===== config.mk =====
export PLATFORM = sky130hd
export DESIGN_NAME = ohs_ram
export DESIGN_NICKNAME = d
export VERILOG_FILES = /design/src/ohs_ram.sv
export SDC_FILE = /design/constraint.sdc
export NUM_CORES = 2
export LEC_CHECK = 0
export ABC_AREA = 0
export BUFFER_PORTS_ARGS = -buffer_cell sky130_fd_sc_hd__buf_2
export CAP_MARGIN = 30
export CORE_MARGIN = 4
export CORE_UTILIZATION = 33
export DETAILED_ROUTE_END_ITERATION = 8
export GPL_TIMING_DRIVEN = 1
export MAX_ROUTING_LAYER = met4
export PLACE_DENSITY = 0.54
export RECOVER_POWER = 25
export SLEW_MARGIN = 5
export SYNTH_ARGS = -nofsm -noshare
export SYNTH_HDL_FRONTEND = slang
export SYNTH_SLANG_ARGS = --single-unit

===== constraint.sdc =====
create_clock -name clk -period 6 [get_ports clk]
set_input_delay 0.3 -clock clk [delete_from_list [all_inputs] [get_ports clk]]
set_output_delay 0.3 -clock clk [all_outputs]
set_load 0.05 [all_outputs]

===== src/ohs_ram.sv =====
module ohs_ram #(
  parameter int WIDTH = 8,
  parameter int DEPTH = 256
) (
  input  logic                     clk,
  input  logic                     we,
  input  logic [$clog2(DEPTH)-1:0] waddr,
  input  logic [WIDTH-1:0]         wdata,
  input  logic [$clog2(DEPTH)-1:0] raddr,
  output logic [WIDTH-1:0]         rdata
);

  logic [WIDTH-1:0] mem [DEPTH];

  always_ff @(posedge clk) begin
    if (we) begin
      mem[waddr] <= wdata;
    end
    rdata <= mem[raddr];
  end

endmodule


# == After elaboration in Yosys (flattened, before gate mapping) ==
# Memory sizes are Yosys's and may differ from the RTL's. A register that Yosys moved wholly into a read port is not among the register bits.
# Index checks and enable logic that the tools add are counted.
# op_classes
addsub,0
multipliers,0
div,0
order_cmp,0
n_eq_ne,0
n_shift,0
muxes,2
bitwise_logic,0
n_reduce_logical,0
# ops
op,count
$mux W1,2
# totals
reg_bits,0
latchBits,0
ram_bits,2048
romBits,0
inputBits,26
output_inout_bits,8
word_cells,3
n_memories,1
# memory_table
name,words,width,read_ports,rd_ports_with_merged_regs,write_ports,line,source
mem,256,8,1,1,1,13,logic [WIDTH-1:0] mem [DEPTH];

# == Depth between registers and ports, before layout ==
# logic_depth
depth_word,2
depth_mapped,11

# == Worst setup path before layout ==
# OpenSTA, ideal clock, no wires.
# synth_timing
kind,input-to-reg
start,in raddr[0]
end,"reg rdata[2], read port of mem"
setup_ps,131
t_arrival_ps,2107
required_ps,5869
slack_ps,3762
stages,9
n_path_buf,4
cell_sequence,buf_6 -> buf_12 -> buf_8 -> buf_2 -> mux4_2 -> a22oi_1 -> a21oi_1 -> nor4_1 -> nor4_2
# synth_lines
element,line,source
from (decl),9,"input logic [$clog2(DEPTH)-1:0] raddr,"
to (decl),10,output logic [WIDTH-1:0] rdata

# == Worst setup path after layout ==
# layout_timing
start,in wdata[2]
end,mem mem[187][2] (data pin)
# layout_lines
element,line,source
from (decl),8,"input logic [WIDTH-1:0] wdata,"
to (decl),13,
# No word-level cell before the write port.

==> results.md <==
* Flops & latches, synth at around 2000
* EDFF count, synth at ~2000
* Worst Path Required at approximately 6.4 ns
* Hold Path Sink: mem[199][0]
* Count of final setup violators at 0
* TritonCTS clock tree: yes
* Final TNS setup at 0 ns
* Fraction of layout cells with a size suffix above 1 at between 20% and 30%
* Tcrit/Tclk final at between 50% and 60%
* Critical path fanouts, max at 200
* Hpwl dp at roughly 120000 um
* Ports at 34
* Area Overhead vs Synth at 13.8%
* Tot GR Track Use at 16.9%
* GP Congestion at 0.802
* Slew Limit Headroom at -115%
* Fin nets at between 3000 and 4000
* Outcome: finished with violations
* Setup crit start kind: primary input
* RSZ-0062 raised after global routing: false
* Cell depth of the worst flop-to-flop path at 5
* Drt wl/cell at approximately 29 um
* Initial drt markers at between 4000 and 5000
* 1st-pass router iterations at 6
* PortBufs at 33
* Die area at 249000 um2
* FF-to-FF setup slack at between 3 and 4 ns
* H-tree depth at 4
* Most frequent cells after synthesis: 2048 x edfxtp_1, 454 x mux4_2, 282 x nor2_1
* Remaining antenna violation count at 0
* Most frequent cell after synthesis: edfxtp_1
* Rows at roughly 180
* Vias at approximately 39000
* Clk root buf: clkbuf_16
* Worst skew pair latency at roughly 0.85 ns
* Cells taking the most area after synthesis: edfxtp_1 77%, mux4_2 13%, mux2i_1 1.7%
* CP endpoint kind: flip-flop
* Reg2reg start: mem[87][4]
* Die X at between 400 and 500 um
* Gate Count Post-Synth at between 3000 and 4000
* Post-Syn Nets at approximately 3800
* Initial antenna violation count at 20
* Max cap viols at 3
* Final min period at between 3 and 4 ns
* Seq/Total Area, Yosys at just under 80%
* Pwr dens at about 340 nW/um2
* Commonest register cell after synthesis: edfxtp_1
* Worst R2R End: rdata[4]
* Final Hold Viols at 0
* Largest net degree at the start of global routing at 201
* Clock buffer count from CTS at 206
* Hold Crit Start: wdata[0]
* Post-CTS Setup Bufs at 0
* Core area at roughly 240000 um2
* Vias in the first global route at 38800
* Lkg Pwr at approximately 28 nW
* Worst hold stages at 1
* Vias/cell at 5.36
* Hold crit path type: primary input to flip-flop
* Cell count after placement at about 6800
* Syn_area_per_cell at approximately 21 um2
* CTS clock-pin slew for the worst setup and hold paths at about 0.060 ns
* Drt drc at 0
* CTS resizes at 0
* Final cell count without fillers at 7222
* GRT Residual Overflow at 0
* Die H at roughly 500 um
* Cell taking the most area after synthesis: edfxtp_1
* Synth Cell Area at around 80000 um2
* First-pass GRT wire length at 296000 um
* Deepest clock path buffer count at 3
* Worst-margin pin slew at 3.23 ns
* F_max at around 290 MHz
* Post-Route WL at 208000 um
* Peak VDD IR at between 200 and 250 uV
* WS Path Type: primary input to flip-flop
* Crit path DAT at roughly 3.8 ns
* Async set-or-reset flop fraction in the synthesized netlist at 0%
* Slew Viols, Final at roughly 340
* Initial Util at around a third
* Synth top area share at 77.3%
* Yosys cell types at between 50 and 60
* Failing checks: capacitance limit, slew limit
* Syn. warnings at 0
* Clk_skew at ~0.053 ns
* Clock tree sinks at 2056
[metrics by stage]
stage          setup WS, ns  util, %  hold slack (ns)  total power, W  instance area [um2]
6_report               2.60     37.9           0.0681          0.0304                90600
5_1_grt                2.40     37.9           0.0496          0.0313                90600
4_1_cts                2.62     37.8           0.0194          0.0306                90400
3_5_place_dp           1.75     35.0            0.745          0.0177                83500
3_3_place_gp           1.24     34.8            0.736          0.0177                83300
2_1_floorplan          3.76        -            0.399          0.0170                79600
[timing repair]
item                                   CTS  global route
hold buffers                             5             0
setup endpoints to repair                0             0
endpoints found under the hold margin  149             0
[state kept, by name (all words and copies together) (netlist names)]
register / count
mem: 2048
rdata: 8
[worst max-delay path, stage by stage]
cell and delay (ns):
dlygate4sd3_1 0.52, clkbuf_1 2.03, buf_12 0.52
[cell usage in the layout (no fill, tap or decap), types with 5 or more instances in the layout]
master,instances
clkinv_1,48
mux4_2,454
nor4_2,13
a221oi_1,13
buf_8,11
o21ai_0,10
o22ai_1,28
o22a_1,5
nand2_1,32
a22oi_1,133
o211ai_1,10
dfxtp_1,8
nand4_1,10
clkinv_2,41
clkbuf_16,207
buf_2,24
clkinv_8,5
buf_6,9
nand2b_1,8
a22o_1,8
and2_1,6
clkinvlp_4,7
diode_2,5
nor4_1,14
buf_12,15
nor2b_1,28
inv_6,5
a21oi_1,96
bufinv_16,26
mux2i_1,134
edfxtp_1,2048
nor2_1,279
o221ai_1,46
a211oi_1,14
nor3_1,21
clkbuf_1,40
dlygate4sd3_1,5
nand3_1,34
buf_4,95
[cells by family after synthesis]
family	Yosys count	share of synthesized area (%)
buffers and inverters	235	1.83
AND/OR/NAND/NOR	466	2.63
multiplexers	591	14.6
AO/OA/AOI/OAI	385	3.42
flip-flops	2056	77.5
[final cells by class]
cell class / instances / area [um2]
multi-input cells: 1442 / 16600
repair buffers: 165 / 1520
clock buffers: 246 / 5330
well taps: 3167 / 3960
diodes: 5 / 12.5
clock inverters: 139 / 1510
fillers: 21400 / 148000
flip-flops and latches: 2056 / 61700
inverters: 2 / 7.51
[where the power goes]
group          switching, W  total [W]  internal (W)
sequential        0.0000317     0.0159        0.0158
combinational       0.00100    0.00148      0.000480
clock               0.00556     0.0130       0.00748
total               0.00659     0.0304        0.0238
[per-layer routing]
| metal | vias to the layer above | global-route usage (%) | routed length [um] |
|---|---|---|---|
| li1 | 16000 | - | - |
| met3 | 293 | 2.37 | 12900 |
| met2 | 1421 | 26.5 | 101000 |
| met1 | 21000 | 23.5 | 89200 |
| met5 | - | - | 0 |
| met4 | 0 | 4.00 | 4830 |
[worst max path at each step]
stage	start	endpoint	slack, ns
finish	wdata[2]	mem[187][2]	2.60
CTS	raddr[0]	rdata[5]	2.62
floorplan	raddr[0]	rdata[2]	3.76
global route	wdata[2]	mem[148][2]	2.40
detailed placement	raddr[0]	rdata[5]	1.75
global placement	raddr[1]	rdata[7]	1.24
(Power assumes the default switching activity.)
