## src/ohs_pkg.sv

```systemverilog
package ohs_pkg;

  localparam int SLOT_COUNT_DEF = 256;
  localparam int KEY_BITS_DEF   = 32;

  localparam int KEY_W   = 32;
  localparam int HASH_W  = 32;
  localparam int POS_W   = 9;
  localparam int CAP_W   = 9;
  localparam int OP_W    = 3;
  localparam int STAT_W  = 2;
  localparam int TAG_W   = 2;
  localparam int PADDR_W = 3;
  localparam int PDATA_W = 32;

  localparam logic [CAP_W-1:0] CAP_RESET = 9'd256;

  localparam logic [PADDR_W-1:0] ADDR_CAPACITY = 3'd0;

  localparam logic [OP_W-1:0] OP_SEARCH = 3'd0;
  localparam logic [OP_W-1:0] OP_INSERT = 3'd1;
  localparam logic [OP_W-1:0] OP_ERASE  = 3'd2;
  localparam logic [OP_W-1:0] OP_SCAN   = 3'd3;
  localparam logic [OP_W-1:0] OP_CLEAR  = 3'd4;

  localparam logic [TAG_W-1:0] TAG_EMPTY  = 2'd0;
  localparam logic [TAG_W-1:0] TAG_USED   = 2'd1;
  localparam logic [TAG_W-1:0] TAG_ERASED = 2'd2;

  localparam logic [STAT_W-1:0] ST_FOUND = 2'd0;
  localparam logic [STAT_W-1:0] ST_FREE  = 2'd1;
  localparam logic [STAT_W-1:0] ST_FULL  = 2'd2;

endpackage

```

## src/ohs_mod.sv

```systemverilog
module ohs_mod
  import ohs_pkg::*;
#(
  parameter int NUM_W = HASH_W,
  parameter int DEN_W = CAP_W
) (
  input  logic             clk,
  input  logic             rst,
  input  logic             start,
  input  logic [NUM_W-1:0] num,
  input  logic [DEN_W-1:0] den,
  output logic             done,
  output logic [DEN_W-1:0] rem
);

  logic                     busy;
  logic [$clog2(NUM_W)-1:0] cnt;
  logic [NUM_W-1:0]         num_sh;
  logic [DEN_W:0]           trial;
  logic [DEN_W:0]           diff;

  // one quotient bit per cycle, restoring form
  assign trial = {rem, num_sh[NUM_W-1]};
  assign diff  = trial - {1'b0, den};

  always_ff @(posedge clk) begin
    if (rst) begin
      busy <= 1'b0;
      done <= 1'b0;
      cnt  <= '0;
    end else begin
      done <= 1'b0;
      if (start) begin
        busy   <= 1'b1;
        cnt    <= '0;
        num_sh <= num;
        rem    <= '0;
      end else if (busy) begin
        num_sh <= num_sh << 1;
        if (trial >= {1'b0, den}) begin
          rem <= diff[DEN_W-1:0];
        end else begin
          rem <= trial[DEN_W-1:0];
        end
        cnt <= cnt + 1'b1;
        if (cnt == ($clog2(NUM_W))'(NUM_W - 1)) begin
          busy <= 1'b0;
          done <= 1'b1;
        end
      end
    end
  end

endmodule

```

## config.mk

```make
export PLATFORM = sky130hd
export DESIGN_NAME = ohs_mod
export DESIGN_NICKNAME = d
export VERILOG_FILES = /design/src/ohs_pkg.sv /design/src/ohs_mod.sv
export SDC_FILE = /design/constraint.sdc
export NUM_CORES = 1
export LEC_CHECK = 0
export BUFFER_PORTS_ARGS = -buffer_cell sky130_fd_sc_hd__buf_2
export CELL_PAD_IN_SITES_DETAIL_PLACEMENT = 0
export CELL_PAD_IN_SITES_GLOBAL_PLACEMENT = 1
export CORE_ASPECT_RATIO = 1.5
export CORE_MARGIN = 2
export CORE_UTILIZATION = 46
export DETAILED_ROUTE_END_ITERATION = 8
export GPL_TIMING_DRIVEN = 0
export PLACE_DENSITY_LB_ADDON = 0.05
export SYNTH_ARGS = -nofsm -noshare
export SYNTH_HDL_FRONTEND = slang
export SYNTH_SLANG_ARGS = --single-unit
```

## constraint.sdc

```tcl
create_clock -name clk -period 10.3 [get_ports clk]
set_input_delay 1.545 -clock clk [delete_from_list [all_inputs] [get_ports clk]]
set_output_delay 1.545 -clock clk [all_outputs]
set_load 0.02 [all_outputs]
```

After elaboration in Yosys (flattened, before gate mapping)
Cells that the tools add are included.
{ "op_classes": {"addsub": 2, "magnitude_cmp": 1, "n_eq_ne": 1, "n_mux": 8, "n_reduce_logical": 4, "bitwise_logic": 2} }
{ "op_table": {"columns": ["cell", "n"], "rows": [
  ["$mux 32", 2],
  ["$mux 9", 2],
  ["$ge 10x9->1", 1],
  ["$sub 9x9->9", 1],
  ["$add 5x1->5 const B", 1],
  ["$eq 5x5->1 const B", 1],
  ["$mux 1", 4],
  ["$reduce_or 3->1", 1],
  ["$not 1->1", 2],
  ["$reduce_and 2->1", 1],
  ["$reduce_bool 2->1", 1],
  ["$reduce_or 2->1", 1]
]} }
{ "totals": {"out_inout_bits": 10, "reg_bits": 48} }

Logic depth before layout (Yosys ltp)
Gate-level depths: netlist (run 1).
{ "depth": {"word_depth": 4, "mapped_depth": 9, "mapped_depth_nobuf": 9} }

Worst setup path after synthesis (run 1)
Ideal clock, no wire load.
{ "synth_timing": {"kind": "input -> register", "startpoint": "in start", "endpoint": "reg num_sh[0] (enable)", "setup_time_ps": 439, "arrival_ps": 3868, "path_slack_ps": 5993, "path_stages": 4, "cell_sequence": "clkbuf_1 > clkbuf_1 > nor2_1 > nor2_1"} }
{ "synth_between": {"elab_chain_len": 2} }
{ "synth_lines": {"columns": ["item", "line_no", "text"], "rows": [
  ["from (decl)", "ohs_mod.sv:9", "input logic start,"],
  ["$reduce_bool 2->1 (no line)", null, null],
  ["$reduce_and 2->1 (no line)", null, null],
  ["to (signal assigned)", "ohs_mod.sv:36", "num_sh <= num;"],
  ["to (signal assigned)", "ohs_mod.sv:39", "num_sh <= num_sh << 1;"],
  ["to (decl)", "ohs_mod.sv:18", "logic [NUM_W-1:0] num_sh;"]
]} }
Every way passes these cells.
A chain may end at the register's enable or synchronous reset.

Final worst setup path (run 1)
{ "layout_timing": {"startpoint": "in den[0]", "endpoint": "reg rem[1] (data pin)"} }
{ "layout_between": {"elab_chain_len": 3, "elab_cells_between_ends": 4, "cone_classes": "add/sub: 1; order compare: 1; mux: 2"} }
{ "layout_lines": {"columns": ["item", "line_no", "text"], "rows": [
  ["from (decl)", "ohs_mod.sv:11", "input logic [DEN_W-1:0] den,"],
  ["$sub 9x9->9 / $ge 10x9->1 (equally long branches)", "ohs_mod.sv:24, ohs_mod.sv:40", null],
  ["$mux 9 (*)", "ohs_mod.sv:40", "if (trial >= {1'b0, den}) begin"],
  ["$mux 9 (*)", "ohs_mod.sv:38", "end else if (busy) begin"],
  ["to (signal assigned)", "ohs_mod.sv:41", "rem <= diff[DEN_W-1:0];"],
  ["to (signal assigned)", "ohs_mod.sv:43", "rem <= trial[DEN_W-1:0];"],
  ["to (decl)", "ohs_mod.sv:13", "output logic [DEN_W-1:0] rem"]
]} }
Mark *: on every way between the ends. The rest lies on a longest branch, timed or not. The select of a mux whose other input is x is not followed.

==> results of run 1 <==
cell usage in the layout (no fill, tap or decap), types with 2 or more instances in the layout:
master / n
nand2_1: 9
nand4_1: 2
nand3_1: 3
edfxtp_1: 41
nor3_1: 2
buf_2: 52
mux2_2: 31
nor2_1: 14
and3_1: 2
a211oi_1: 2
a21o_1: 3
clkbuf_1: 7
or2_2: 2
inv_1: 12
ha_1: 11
mux2i_1: 6
nand2b_1: 2
clkbuf_8: 5
xnor2_1: 3
dfxtp_1: 7
o21bai_1: 2
a21oi_1: 5
xor2_1: 3
o21ai_0: 3
per-layer routing:
layer  part of all wire  GRT usage
met1               0.37      0.175
met3              0.031     0.0277
met4              0.015     0.0688
met5                  0          0
met2               0.58      0.345
sequential cells by signal, summed over array words and instances, names as in the netlist:
register	flops
done	1
num_sh	32
busy	1
cnt	5
rem	9
logic make-up after synthesis:
group	count (synthesis)	synth area share
AO/OA/AOI/OAI	24	0.0735
XOR/XNOR	6	0.0214
adder cells (fa/ha/maj)	12	0.0643
buffers and inverters	19	0.0291
flip-flops	48	0.559
multiplexers	37	0.167
AND/OR/NAND/NOR	43	0.0857
worst paths after layout:
| path | endpoint | depth (start not counted) |
|---|---|---|
| hold / removal | cnt[3] | 2 |
| setup / recovery | rem[1] | 9 |
| hold reg to reg | cnt[3] | 2 |
| setup reg to reg | rem[1] | 9 |
metrics by stage:
step	hold WS, ns	cell area (µm²)
after floorplan	0.467	2450
after global placement	0.481	2800
after detailed placement	0.514	2830
after CTS	0.539	2910
after global routing	0.550	2910
final	0.534	2910
tightest hold or removal path: stages, from the launching register on:
cell	delay, ns
dfxtp_1	0.35
xor2_1	0.08
nor2_1	0.07
power by group:
| part | total [mW] | internal [mW] | switching (mW) |
|---|---|---|---|
| logic | 0.0840 | 0.0393 | 0.0447 |
| registers | 0.232 | 0.227 | 0.00512 |
| clock network | 0.112 | 0.0475 | 0.0646 |
final cells by class:
cell class | count | area [µm²] | area share
flip-flops and latches | 48 | 1370 | 0.471
multi-input cells | 122 | 1020 | 0.349
repair buffers | 53 | 280 | 0.0963
well taps | 68 | 85.1 | 0.0292
clock buffers | 5 | 68.8 | 0.0236
inverters | 12 | 45.0 | 0.0155
plain buffers | 7 | 26.3 | 0.00902
clock inverters | 3 | 17.5 | 0.00602
==> impl_metrics.tcl, run 1 <==
set metrics [dict create \
    numCtsBuffers 5 \
    rsz0062_at_grt "false" \
    grt_util_all_layers 0.174 \
    wl_per_cell_um 14.9 \
    nFillCells 513 \
    hold_viol_final 0 \
    ys_seq_area_frac 0.559 \
    cts.clk_slew.worst_paths_ns 0.08 \
    die_x_um 63.6 \
    grt_pass1_wl_um 7870 \
    dieArea_um2 5940 \
    slowest_delay_ns 0.43 \
    vias_per_cell 5.13 \
    areaGrowthSynthToFinish_pct 18.7 \
    synth_edf_count 41 \
    worstSetupPathType "in -> reg" \
    grt_overflow_total 0 \
    yosysMostFrequentCell "edfxtp_1" \
    layout.nets 305 \
    antenna_left 0 \
    clock_path_buffers 2 \
    synth_cell_types 38 \
    tightest_slew_ns 0.510 \
    finalNonFillerCells 318 \
    core-area_um2 5120 \
    slowest_stage "a221oi_2" \
    post-cts-setup-buffers 0 \
    antenna_found_initial 0 \
    cts_tree "yes" \
    status "finished clean" \
    maxCapViolCount 0 \
    post-place-ws_ns 6.52 \
    cp_max_fo 6 \
    r2r_start "num_sh[31]" \
    fin_skew_ns 0.0129 \
    async_flop_share 0 \
    drt-total-wl_um 4750 \
    setup_tns_ns 0 \
    synth_ff_type "edfxtp_1" \
    drt_iter0_drc 40 \
    period_minus_slack_ns 3.46 \
    path_delay_family "compound AO/OA/AOI/OAI gates" \
    synthTopCellsByArea "edfxtp_1 50%, mux2_2 14%, dfxtp_1 5.7%" \
    cts_sinks 48 \
    dp.cells 310 \
    path_cells "buf_2 -> ha_1 -> inv_1 -> fa_1 -> a21o_1 -> a221oi_2 -> o211a_2 -> mux2i_1 -> nor2_1" \
    grt_pass1_vias 1772 \
    leakage_nw 1.21 \
    n_antenna_cell 0 \
    grt_max_degree 34 \
    fin_ws_ns 6.84 \
    worst_ep_required_time_ns 10.34 \
    via_count 1631 \
    layout-drive-gt1-share 0.396 \
    syn_inst 189 \
    synth_top_area_share 0.502 \
    dp_hpwl_um 3670 \
    critPathCaptureType "flop" \
    slew_violations 0 \
    start_util 0.479 \
    period_share 0.336 \
    netlist_area_um2 2450 \
    r2r_setup_slack_ns 7.72 \
    p_per_area_nw_per_um2 147 \
    ys_warn_count 0 \
    synth_top_area_cell "edfxtp_1" \
    dr.pass1.iters 4 \
    finish.utilization 0.568 \
    worstSkewPairLatency_ns 0.31 \
    ys_top_cells_by_count "41 x edfxtp_1, 31 x mux2_2, 15 x nor2_1" \
    rows 32 \
    hp-class "reg -> reg" \
    clockRootBuffer "clkbuf_8" \
    hold_start "cnt[3]" \
    postCtsHoldBufs 0 \
    setup_viol 0 \
    avgSynthCellArea_um2 13.0 \
    relSlewSlack 0.660 \
    ys_seq_elements 48 \
    synth_nets 245 \
    ir_drop_v 0.000108 \
    place.gp.congestion 0.770 \
    ctsHtreeMaxLevel 2 \
    cp_data_arrival_time_ns 3.50 \
    drc 0 \
    cts_resized 0 \
    fmax_ghz 0.289 \
    cp-start-kind "input pin" \
    power_uw 428 \
    numPortBuffers 52 \
    num_io_pins 54 \
    cp_num_buf_inv 2 \
    critPathLaunch "den[0]" \
    die_h_um 93.4 \
]
Note: power is estimated with default switching activity, not from simulation.
==> run 2: changes to the inputs <==
Settings changed: CORE_UTILIZATION 46 to 39.
Clock period 10.3 ns to 2.8 ns, I/O delays scaled along.
==> impl_metrics.tcl, run 2 (same netlist as run 1, synthesis figures left out) <==
set metrics [dict create \
    critPathCaptureType "flop" \
    multi_input_area_um2 1040 \
    reg_top3 "num_sh (32), rem (9), cnt (5)" \
    slowest_delay_ns 0.41 \
    clock_path_buffers 2 \
    period_share 0.907 \
    r2r_start "num_sh[31]" \
    maxCapViolCount 0 \
    drt_iter0_drc 44 \
    vias_per_cell 4.91 \
    numPortBuffers 52 \
    die_x_um 68.7 \
    path_delay_family "compound AO/OA/AOI/OAI gates" \
    worstSkewPairLatency_ns 0.29 \
    relSlewSlack 0.635 \
    worstSetupPathType "reg -> reg" \
    hold_depth 2 \
    cp-start-kind "flop" \
    r2r_setup_slack_ns 0.26 \
    reg2regPathDepth 9 \
    n_antenna_cell 0 \
    nFillCells 595 \
    areaGrowthSynthToFinish_pct 19.8 \
    status "finished clean" \
    clockRootBuffer "clkbuf_8" \
    postCtsHoldBufs 0 \
    antenna_found_initial 0 \
    drc 0 \
    ctsHtreeMaxLevel 2 \
    critPathLaunch "num_sh[31]" \
    power_mw 1.58 \
    largest_reg_flops 32 \
    setup_viol 0 \
    r2r_end "rem[1]" \
    rows 35 \
    numCtsBuffers 5 \
    worst_ep_required_time_ns 2.84 \
    grt_pass1_vias 1689 \
    start_util 0.400 \
    tightest_slew_ns 0.547 \
    wl_per_cell_um 14.2 \
    critPathCapture "rem[1]" \
    cts_sinks 48 \
    via_count 1592 \
    dieArea_um2 6950 \
    regMostFlops "num_sh" \
    period_minus_slack_ns 2.54 \
    slew_violations 0 \
    ir_drop_v 0.000303 \
    cts.clk_slew.worst_paths_ns 0.09 \
    cp_max_fo 6 \
    slowest_stage "fa_1" \
    num_io_pins 54 \
    cp_num_buf_inv 2 \
    hp-class "in -> reg" \
    dp_hpwl_um 3470 \
    final_common_cell "buf_2" \
    fin_skew_ns 0.00399 \
    finalHoldWorstSlack_ns 0.337 \
    layout.nets 305 \
    grt_pass1_wl_um 7620 \
    cp.depth 9 \
    fmax_ghz 0.394 \
    grt_max_degree 28 \
    crit_top_cell "inv_1" \
    layout-drive-gt1-share 0.396 \
    cp_data_arrival_time_ns 2.58 \
    layout_common_cells "52 x buf_2, 41 x edfxtp_1, 31 x mux2_2, 14 x nor2_1, 12 x inv_1" \
    cts_tree "yes" \
    antenna_left 0 \
    grt_util_all_layers 0.148 \
    rsz0062_at_grt "false" \
    path_cells "inv_1 -> ha_1 -> inv_1 -> fa_1 -> a21o_1 -> a221oi_4 -> o211a_2 -> mux2i_1 -> nor2_1" \
    dr.pass1.iters 4 \
    die_h_um 101 \
    drt-total-wl_um 4600 \
    p_per_area_nw_per_um2 539 \
    core-area_um2 6130 \
    hold_viol_final 0 \
    place.gp.congestion 0.731 \
    regArea_um2 1370 \
    grt_overflow_total 0 \
    leakage_nw 1.22 \
]
## run 2: report_power, final
part           switching (mW)  internal, mW  leakage, nW  total (mW)
Sequential             0.0179         0.836        0.450       0.854
Combinational           0.168         0.149        0.726       0.316
Clock                   0.238         0.175       0.0460       0.413
Total                   0.423          1.16         1.22        1.58
## run 2: worst min path at each step
stage | startpoint | end | slack, ns
3_3_place_gp | cnt[4] | cnt[4] | 0.49
5_1_grt | rst | busy | 0.34
2_1_floorplan | cnt[4] | cnt[4] | 0.47
6_report | rst | busy | 0.34
4_1_cts | rst | busy | 0.33
3_5_place_dp | cnt[4] | cnt[4] | 0.50
## run 2: cell type report
| cell class | instances | share of cell area |
|---|---|---|
| sequential | 48 | 0.467 |
| multi-input combinational | 122 | 0.353 |
| buffer | 7 | 0.00894 |
| tap | 74 | 0.0315 |
| inverter | 12 | 0.0153 |
| timing repair buffer | 53 | 0.0954 |
| clock inverter | 3 | 0.00596 |
| clock buffer | 5 | 0.0234 |
## run 2: per-layer routing
metal  wire length (µm)  track usage
met1               1920        0.174
met2               2410        0.256
met3                201       0.0380
met4                 62       0.0498
met5                  0            0
## run 2: metrics by stage
stage | util | area (µm²) | instances | setup TNS, ns | worst slack [ns]
after global placement | 0.458 | 2810 | 315 | -26.24 | -0.642
final | 0.479 | 2940 | 324 | 0 | 0.261
after floorplan | - | 2450 | 189 | 0 | 0.291
after detailed placement | 0.462 | 2830 | 316 | 0 | 0.0689
after global routing | 0.479 | 2940 | 324 | 0 | 0.0610
after CTS | 0.476 | 2920 | 324 | 0 | 0.105
## run 2: timing repair
item,CTS,global route
setup buffers,0,0
resized for setup,0,2
setup endpoints to repair,0,2
==> run 3: changes to the inputs <==
Settings changed: CORE_UTILIZATION 39 to 43.
Clock period 2.8 ns to 2.7 ns, I/O delays scaled along.
==> impl_metrics.tcl, run 3 (same netlist as run 1, synthesis figures left out) <==
set metrics [dict create \
    hold_start "rst" \
    switching_share 0.252 \
    dr_wl_met2_um 2690 \
    power_frac_comb 0.204 \
    power.internal_mw 1.20 \
    regMostFlops "num_sh" \
    grt_pass1_wl_um 7560 \
    dr.pass1.iters 4 \
    r2r_start "num_sh[31]" \
    rsz0062_at_grt "false" \
    cts.clk_slew.worst_paths_ns 0.08 \
    path_cells "inv_1 -> ha_1 -> inv_1 -> fa_1 -> a21o_1 -> a221oi_4 -> o211a_2 -> mux2i_1 -> nor2_1" \
    fin_ws_ns 0.216 \
    worstSetupPathType "reg -> reg" \
    drc 0 \
    leakage_nw 1.21 \
    ctsHtreeMaxLevel 2 \
    final_common_cell "buf_2" \
    grt_overflow_total 0 \
    slowest_delay_ns 0.41 \
    cts_tree "yes" \
    fmax_ghz 0.403 \
    vias_per_cell 5.10 \
    p_clk_frac 0.245 \
    reg_top3 "num_sh (32), rem (9), cnt (5)" \
    largest_reg_flops 32 \
    layout_common_cells "52 x buf_2, 41 x edfxtp_1, 31 x mux2_2, 14 x nor2_1, 12 x inv_1" \
    r2r_setup_slack_ns 0.22 \
    relSlewSlack 0.574 \
    maxCapViolCount 0 \
    numPortBuffers 52 \
    tightest_slew_ns 0.638 \
    grt_util_all_layers 0.158 \
    drt_iter0_drc 43 \
    r2r_end "rem[1]" \
    postCtsHoldBufs 0 \
    p_switching_uw 405 \
    period_minus_slack_ns 2.48 \
    dieArea_um2 6340 \
    crit_top_cell "inv_1" \
    route.met3.wl_um 130 \
    finalHoldWorstSlack_ns 0.335 \
    hold_depth 2 \
    fin_skew_ns 0.00500 \
    drt-total-wl_um 4660 \
    grt_pass1_vias 1685 \
    ir_drop_v 0.000389 \
    num_io_pins 54 \
    setup_viol 0 \
    antenna_found_initial 0 \
    numCtsBuffers 5 \
    start_util 0.447 \
    slowest_stage "fa_1" \
    clock_path_buffers 2 \
    die_x_um 65.7 \
    hold_viol_final 0 \
    layout-drive-gt1-share 0.392 \
    clockRootBuffer "clkbuf_8" \
    place.gp.congestion 0.749 \
    wl_per_cell_um 14.6 \
    slew_violations 0 \
    antenna_left 0 \
    top_layer "met4" \
    worstSkewPairLatency_ns 0.29 \
    setup_tns_ns 0 \
    cp-start-kind "flop" \
    cp_max_fo 6 \
    n_antenna_cell 0 \
    critPathCaptureType "flop" \
    dpl-instance-area_um2 2840 \
    min_to "busy" \
    pwr-share-seq 0.551 \
    hp-class "in -> reg" \
    grt_max_degree 23 \
    postLayoutCellArea_um2 2930 \
    cp_data_arrival_time_ns 2.52 \
    cts_sinks 48 \
    core-area_um2 5490 \
    period_share 0.920 \
    power_mw 1.61 \
    die_h_um 96.5 \
    post-place-ws_ns 0.0543 \
    wl_met1_um 1760 \
    worst_ep_required_time_ns 2.74 \
    rows 33 \
    areaGrowthSynthToFinish_pct 19.4 \
    p_per_area_nw_per_um2 549 \
    status "finished clean" \
    dp_hpwl_um 3660 \
    reg2regPathDepth 9 \
    layout.nets 305 \
    via_count 1631 \
]
## run 3: cell types whose count changed in the layout (fill, tap and decap cells not counted), sizes merged
| cell | before | now |
|---|---|---|
| inv | 13 | 12 |
| clkbuf | 12 | 14 |
| clkinv | 2 | 1 |
## run 3: through the flow
step | util | std cells
final | 0.533 | 320
after global routing | 0.533 | 320
after CTS | 0.531 | 320
after detailed placement | 0.516 | 312
after global placement | 0.510 | 311
after floorplan | - | 189
## run 3: how the worst max path moves through the flow
stage | endpoint | cells after the start | slack [ns] | startpoint
after floorplan | num_sh[0] | 4 | 0.21 | start
after global placement | rem[0] | 4 | -0.53 | start
after detailed placement | rem[1] | 9 | 0.05 | den[0]
after CTS | rem[1] | 9 | 0.11 | num_sh[31]
after global routing | rem[1] | 9 | 0.07 | num_sh[31]
final | rem[1] | 9 | 0.22 | num_sh[31]
## run 3: timing repair
action	in CTS	in global routing
setup buffers	0	0
resized for setup	0	1
endpoints found under the setup margin	0	1
## run 3: power groups by stage
| stage | Clock (mW) | Sequential [mW] | Combinational, mW |
|---|---|---|---|
| 2_1_floorplan | 0 | 0.915 | 0.210 |
| 6_report | 0.393 | 0.886 | 0.329 |
| 3_5_place_dp | 0 | 0.904 | 0.325 |
| 4_1_cts | 0.416 | 0.887 | 0.328 |
| 5_1_grt | 0.433 | 0.892 | 0.364 |
| 3_3_place_gp | 0 | 0.903 | 0.309 |
## run 3: worst max-delay path, delay by kind of cell, from the launching register on
| kind | cells | cell delay [ns] |
|---|---|---|
| compound gates | 3 | 0.89 |
| flops | 1 | 0.37 |
| simple gates | 1 | 0.06 |
| fa+ha+maj | 2 | 0.56 |
| mux | 1 | 0.22 |
| buf+inv | 2 | 0.14 |
## run 3: layer usage
metal	up-vias	global-route usage
met1	784	0.165
met4	0	0.0642
met3	6	0.0243
met5	-	0
li1	808	-
met2	33	0.309
## run 3: cell type report
class | count | area, µm²
Inverter | 12 | 45.0
Tap cell | 70 | 87.6
Fill cell | 513 | 2560
Clock inverter | 1 | 5.00
Sequential cell | 48 | 1370
Multi-Input combinational cell | 122 | 1030
Clock buffer | 7 | 76.3
Buffer | 7 | 26.3
Timing Repair Buffer | 53 | 288
